==> config.mk <==
export PLATFORM = sky130hd
export DESIGN_NAME = mi3_queue
export DESIGN_NICKNAME = d
export VERILOG_FILES = /design/src/mi3_pkg.sv /design/src/mi3_queue.sv
export SDC_FILE = /design/constraint.sdc
export NUM_CORES = 1
export LEC_CHECK = 0
export BUFFER_PORTS_ARGS = -buffer_cell sky130_fd_sc_hd__buf_2
export CORE_UTILIZATION = 55
export CTS_CLUSTER_DIAMETER = 200
export DETAILED_ROUTE_END_ITERATION = 8
export PLACE_DENSITY = 0.77
export SLEW_MARGIN = 20
export SYNTH_ARGS = -nofsm -noshare
export SYNTH_HDL_FRONTEND = slang
export SYNTH_SLANG_ARGS = --single-unit
==> constraint.sdc <==
create_clock -name clk -period 2.5 [get_ports clk]
set_input_delay 0.25 -clock clk [delete_from_list [all_inputs] [get_ports clk]]
set_output_delay 0.25 -clock clk [all_outputs]
set_load 0.02 [all_outputs]
==> src/mi3_pkg.sv <==
// ----------------------------------------------------------------------------
// mi3_pkg
// Shared types and constants for the 3x3 fixed-point matrix inverse block.
// ----------------------------------------------------------------------------
package mi3_pkg;

    localparam int ELEM_WIDTH_DEF  = 32;
    localparam int FRAC_BITS_DEF   = 16;
    localparam int QUEUE_DEPTH_DEF = 4;
    localparam int PORT_WIDTH      = 32;
    localparam int NUM_ELEMS       = 9;
    localparam int NUM_DET_TERMS   = 3;

    // cofactor k = e[A]*e[B] - e[C]*e[D], elements numbered row-major
    localparam int COF_A [NUM_ELEMS] = '{4, 2, 1, 5, 0, 3, 3, 6, 0};
    localparam int COF_B [NUM_ELEMS] = '{8, 7, 5, 6, 8, 2, 7, 1, 4};
    localparam int COF_C [NUM_ELEMS] = '{7, 1, 2, 3, 2, 0, 6, 0, 3};
    localparam int COF_D [NUM_ELEMS] = '{5, 8, 4, 8, 6, 5, 4, 7, 1};

    // determinant expands along row 0: a00*c0 + a01*c3 + a02*c6
    localparam int DET_COF [NUM_DET_TERMS] = '{0, 3, 6};

    typedef struct packed {
        logic signed [PORT_WIDTH-1:0] a00;
        logic signed [PORT_WIDTH-1:0] a01;
        logic signed [PORT_WIDTH-1:0] a02;
        logic signed [PORT_WIDTH-1:0] a10;
        logic signed [PORT_WIDTH-1:0] a11;
        logic signed [PORT_WIDTH-1:0] a12;
        logic signed [PORT_WIDTH-1:0] a20;
        logic signed [PORT_WIDTH-1:0] a21;
        logic signed [PORT_WIDTH-1:0] a22;
    } in_t;

    typedef struct packed {
        logic signed [PORT_WIDTH-1:0] b00;
        logic signed [PORT_WIDTH-1:0] b01;
        logic signed [PORT_WIDTH-1:0] b02;
        logic signed [PORT_WIDTH-1:0] b10;
        logic signed [PORT_WIDTH-1:0] b11;
        logic signed [PORT_WIDTH-1:0] b12;
        logic signed [PORT_WIDTH-1:0] b20;
        logic signed [PORT_WIDTH-1:0] b21;
        logic signed [PORT_WIDTH-1:0] b22;
        logic                         singular;
        logic                         overflow;
    } out_t;

    function automatic int imax(input int a, input int b);
        return (a > b) ? a : b;
    endfunction

endpackage

==> src/mi3_queue.sv <==
// ----------------------------------------------------------------------------
// mi3_queue
// Short register queue between the front and back pipelines.
// ----------------------------------------------------------------------------
module mi3_queue #(
    parameter int WIDTH = 8,
    parameter int DEPTH = mi3_pkg::QUEUE_DEPTH_DEF
) (
    input  logic             clk,
    input  logic             rst_n,
    input  logic             push_valid,
    output logic             push_ready,
    input  logic [WIDTH-1:0] push_data,
    output logic             pop_valid,
    input  logic             pop_ready,
    output logic [WIDTH-1:0] pop_data
);
    import mi3_pkg::*;

    localparam int PTR_W = (DEPTH > 1) ? $clog2(DEPTH) : 1;
    localparam int CNT_W = $clog2(DEPTH + 1);

    logic [WIDTH-1:0] mem [DEPTH];
    logic [PTR_W-1:0] wr_ptr_reg, wr_ptr_next;
    logic [PTR_W-1:0] rd_ptr_reg, rd_ptr_next;
    logic [CNT_W-1:0] count_reg, count_next;
    logic             do_push, do_pop;

    assign push_ready = (count_reg != CNT_W'(DEPTH));
    assign pop_valid  = (count_reg != '0);
    assign pop_data   = mem[rd_ptr_reg];
    assign do_push    = push_valid && push_ready;
    assign do_pop     = pop_valid && pop_ready;

    always_comb
    begin
        wr_ptr_next = wr_ptr_reg;
        rd_ptr_next = rd_ptr_reg;
        count_next  = count_reg;
        if (do_push)
        begin
            wr_ptr_next = (wr_ptr_reg == PTR_W'(DEPTH - 1)) ? '0 : wr_ptr_reg + 1'b1;
        end
        if (do_pop)
        begin
            rd_ptr_next = (rd_ptr_reg == PTR_W'(DEPTH - 1)) ? '0 : rd_ptr_reg + 1'b1;
        end
        if (do_push && !do_pop)
        begin
            count_next = count_reg + 1'b1;
        end
        else if (do_pop && !do_push)
        begin
            count_next = count_reg - 1'b1;
        end
    end

    always_ff @(posedge clk or negedge rst_n)
    begin
        if (!rst_n)
        begin
            wr_ptr_reg <= '0;
            rd_ptr_reg <= '0;
            count_reg  <= '0;
        end
        else
        begin
            wr_ptr_reg <= wr_ptr_next;
            rd_ptr_reg <= rd_ptr_next;
            count_reg  <= count_next;
        end
    end

    always_ff @(posedge clk)
    begin
        if (do_push)
        begin
            mem[wr_ptr_reg] <= push_data;
        end
    end

endmodule

== Word level (Yosys, flattened, before mapping) ==
Memory sizes are Yosys's and may differ from the RTL's.
Index checks and enable logic that the tools add are counted.
Widths: inputs -> output; s select.

* Bits in registers: 7
* Latch bits: 0
* Bits in writable memories: 32
* ROM bits: 0
* Input port bits: 12
* Output and inout port bits: 10
* Logic and storage cells: 25
* Memories kept: 1

{| class="wikitable"
|+ Memories
! name !! depth !! width !! rd ports !! clocked after memory_dff !! write ports !! line !! text
|-
| mem || 4 || 8 || 1 || 0 || 1 || mi3_queue.sv:23 || <nowiki>logic [WIDTH-1:0] mem [DEPTH];</nowiki>
|}

* Add/sub/neg operators: 4
* Multipliers: 0
* Divide/modulo/power cells: 0
* Magnitude comparators: 0
* Equal/unequal tests: 3
* Shift-type cells: 0
* Multiplexer cells: 6
* Bitwise logic cells: 0
* Reductions and logical operators: 8

{| class="wikitable"
|+ Operator list
! operator !! number
|-
| $mux 3 || 2
|-
| $add 2x1->2 const B || 2
|-
| $eq 2x2->1 const B || 2
|-
| $logic_and 1x1->1 || 4
|-
| $mux 2 || 2
|-
| $add 3x1->3 const B || 1
|-
| $ne 3x3->1 const B || 1
|-
| $reduce_bool 3->1 || 1
|-
| $sub 3x1->3 const B || 1
|-
| $logic_not 1->1 || 2
|-
| $mux 1 || 2
|-
| $reduce_bool 2->1 || 1
|}

== Logic depth before layout (Yosys ltp) ==
* Depth after elaboration: 6
* Gate-level depth with buffers: 8
* Depth with buffers taken out: 8

== Worst setup path before layout ==
Ideal clock, no wire load.

* Path type: reg2reg
* Start point: reg count_reg[0]
* End point: reg count_reg[2]
* Setup time: 79 ps
* Arrival time: 2068 ps
* Data required time: 2421 ps
* Slack: 353 ps
* Stages on the path, launching flop included: 9
* Buffers on the path: 0
* Clock period less this slack: 2147 ps
* Path through: dfrtp_1 > or3_2 > nand2_1 > ha_1 > inv_1 > fa_1 > xor2_1 > nor2_1 > xor2_1

* Longest elaborated chain between the ends: 5
* Elaborated cells between the ends (all ways): 13
* Classes of those cells: add/sub (2); eq/ne (1); mux (2); reduce/logical (8)

{| class="wikitable"
|+ Ends and longest elaborated chain
! what !! line !! text
|-
| from (decl) || mi3_queue.sv:26 || <nowiki>logic [CNT_W-1:0] count_reg, count_next;</nowiki>
|-
| from (signal assigned) || mi3_queue.sv:70 || <nowiki>count_reg <= count_next;</nowiki>
|-
| $reduce_bool 3->1 * || mi3_queue.sv:30 || <nowiki>assign pop_valid = (count_reg != '0);</nowiki>
|-
| net pop_valid || mi3_queue.sv:14 || <nowiki>output logic pop_valid,</nowiki>
|-
| $logic_and 1x1->1 * || mi3_queue.sv:33 || <nowiki>assign do_pop = pop_valid && pop_ready;</nowiki>
|-
| $logic_not 1->1 || mi3_queue.sv:48 || <nowiki>if (do_push && !do_pop)</nowiki>
|-
| $logic_and 1x1->1 || mi3_queue.sv:48 ||
|-
| $mux 3 or $reduce_bool 2->1 (tied branches) || - ||
|}

Mark *: on every way through the listed nets, which the timed path passes. The rest lies on a longest branch. The select of a mux whose other input is x is not followed.
A chain may end at the register's enable or synchronous reset.

== Worst setup path in the final report ==
* Start point: reg count_reg[2]
* End point: reg count_reg[2]

* Longest elaborated chain between the ends: 5
* Elaborated cells between the ends (all ways): 13
* Classes of those cells: add/sub (2); eq/ne (1); mux (2); reduce/logical (8)

{| class="wikitable"
|+ Ends and longest elaborated chain
! what
|-
| parallel branches: the longest is 5 deep, another holds $sub 3x1->3
|}

Several ways; the timed one is not identified. The select of a mux whose other input is x is not followed.

==> flow_summary.ini <==
[outcome]
status = complete, no violations

[yosys]
ys_ff_latch = 39
postSynthAreaPerCell_sq_um = 20.4
synthCells = 78
ys_types = 18
yosys.area.top_type = edfxtp_1
syn-cell-area_sq_mm = 0.00159
synth_fp_nets = 97
yosysSeqAreaShare_pct = 71.3
synth_warnings = 0
synth_area_leaders = edfxtp_1 60%, mux4_2 11%, dfrtp_1 11%
synth_top_area_share_pct = 60.3

[clocking]
cts_tree = done
cts_max_path_buffers = 2
clkTransAtPathRegs_ns = 0.11
cts_resized = 0
cts-root-buf = clkbuf_4
clock_sinks = 39
cts_setup_buffers = 0
clock_latency_ns = 0.33
cts_max_level = 2
numCtsBuffers = 5

[final_layout]
antenna_cells = 0
area_growth_pct = 12.4
largest_reg_flops = 32
mostFrequentLayoutCell = edfxtp_1
n_fill_cell = 201
stdcell_count = 137
drive_above_1_share_pct = 46.2
nNetsFinal = 124
layout_common_cells = 32 x edfxtp_1, 21 x buf_2, 8 x mux4_2

[setup_path]
cp-start-kind = register
rrSetupSlack_ns = 0.30
r2r_start = count_reg[2]
crit_type = reg -> reg
cp.required_ns = 2.76
path_common_cell = xor2_1
critPathTopFamily = simple AND/OR/NAND/NOR gates
r2r_cells = 8
crit_fanout = 3
crit_slowest_cell = or3_2
end_kind = register
max_stage_delay_ns = 0.50
arrival_ns = 2.45
cp_num_buf_inv = 1
path_cells = or3_2 > nand2_1 > ha_1 > inv_1 > fa_1 > xor2_1 > nor2_1 > xor2_1
r2r_end = count_reg[2]

[global_routing]
gr-usage-all-layers_pct = 18.1
grt_pass1_vias = 814
overflow = 0
grt_max_degree = 13
grt_pass1_wl_mm = 3.94
grt_antenna_before_repair = 0

[pwr]
pwr-share-clk_pct = 14.4
p_int_w = 0.00136
pwr-share-seq_pct = 49.7
vdd_drop_max_v = 0.000854
power.switching_w = 0.000704
leakagePower_nw = 0.691
combPwrFrac_pct = 36.0
cellPowerDensity_mw_per_mm2 = 1150
swShare_pct = 34.1

[placement]
hpwl_mm = 1.67
portBuffers = 21
dp.cells = 128
gp_congestion = 0.730

[route]
antenna_left = 0
routed.top_layer = met4
wl_per_cell_microns = 17.4
wl_mm = 2.39
wl_met3_microns = 101
drt_iter0_drc = 16
first_pass_iters = 4
dr_wl_met2_mm = 1.22
viasPerCell = 5.68
drc = 0
wl_met1_mm = 1.03
num_vias = 778

[timing]
period_needed_ns = 2.20
skew_ns = 0.00408
relSlewSlack_pct = 61.2
max_freq_ghz = 0.455
hold_viol_final = 0
worst_pin_slew_ns = 0.582
post-route-period-util_pct = 87.9
rsz0062_at_grt = no
slew_violations = 0
tns_ns = 0
final-setup-viol-count = 0

[worst_hold_path]
hold_path_class = in -> reg
hp-start = push_data[4]
holdPathEnd = mem[0][4]
hold_depth = 1

[floorplan]
rows = 19
ioPinCount = 22
dieArea_sq_mm = 0.00312
core_sq_mm = 0.00276
start_util_pct = 57.8
die_h_microns = 55.8
die_w_microns = 55.8

[run]
maxCapViolCount = 0
-- Yosys cell counts --
master / n
edfxtp_1: 32
mux4_2: 8
dfrtp_1: 7
ha_1: 6
and3_2: 4
inv_1: 3
mux2_2: 3
nor2_1: 3
mux2_4: 2
xor2_1: 2
and2_4: 1
buf_1: 1
buf_2: 1
fa_1: 1
nand2_1: 1
or3_2: 1
or3b_4: 1
xnor2_1: 1
-- per-stage QoR --
stage / utilization (%) / setup WS, ns / hold slack (ns) / cell area, sq um / total power, W
2_1_floorplan: - / 0.353 / -0.0456 / 1590 / 0.00158
3_3_place_gp: 62.7 / 0.378 / 0.0948 / 1730 / 0.00176
3_5_place_dp: 62.7 / 0.288 / 0.0965 / 1730 / 0.00180
4_1_cts: 65.0 / 0.283 / 0.116 / 1790 / 0.00209
5_1_grt: 65.0 / 0.204 / 0.113 / 1790 / 0.00220
6_report: 65.0 / 0.303 / 0.129 / 1790 / 0.00206
-- worst max-delay path by stage --
stage	start	endpoint	cells past startpoint
final	count_reg[2]	count_reg[2]	8
after global routing	count_reg[2]	count_reg[2]	8
after CTS	count_reg[0]	count_reg[2]	8
after detailed placement	count_reg[0]	count_reg[2]	8
after global placement	count_reg[2]	count_reg[2]	8
after floorplan	count_reg[0]	count_reg[2]	8
-- power by group through the flow --
stage | registers, W | logic, W | clock network [W]
after CTS | 0.00103 | 0.000755 | 0.000306
after detailed placement | 0.00105 | 0.000752 | 0
after global placement | 0.00103 | 0.000729 | 0
after global routing | 0.00105 | 0.000809 | 0.000332
final | 0.00103 | 0.000743 | 0.000297
after floorplan | 0.000950 | 0.000628 | 0
-- what timing repair did --
action                                  in CTS  in global routing
hold endpoints to repair                     7                  0
hold buffers                                 1                  0
endpoints found under the setup margin       0                  0
-- cell type report --
cell class	instances	area, sq um	share of cell area (%)
Sequential cell	39	1140	63.4
Multi-Input combinational cell	34	438	24.4
Timing Repair Buffer	22	115	6.42
Tap cell	31	38.8	2.16
Clock buffer	5	37.5	2.09
Clock inverter	3	15.0	0.838
Inverter	3	11.3	0.628
-- cell families after synthesis --
family / synth area share, %
AND/OR/NAND/NOR: 4.55
adder cells (fa/ha/maj): 5.97
multiplexers: 15.3
buffers and inverters: 1.26
XOR/XNOR: 1.65
flip-flops: 71.3
-- per-layer routing --
metal / GRT usage (%) / up-vias
li1: - / 357
met1: 23.0 / 397
met2: 28.2 / 19
met3: 5.58 / 5
met4: 9.76 / 0
met5: 0 / -
Note: power is estimated with default switching activity, not from simulation.
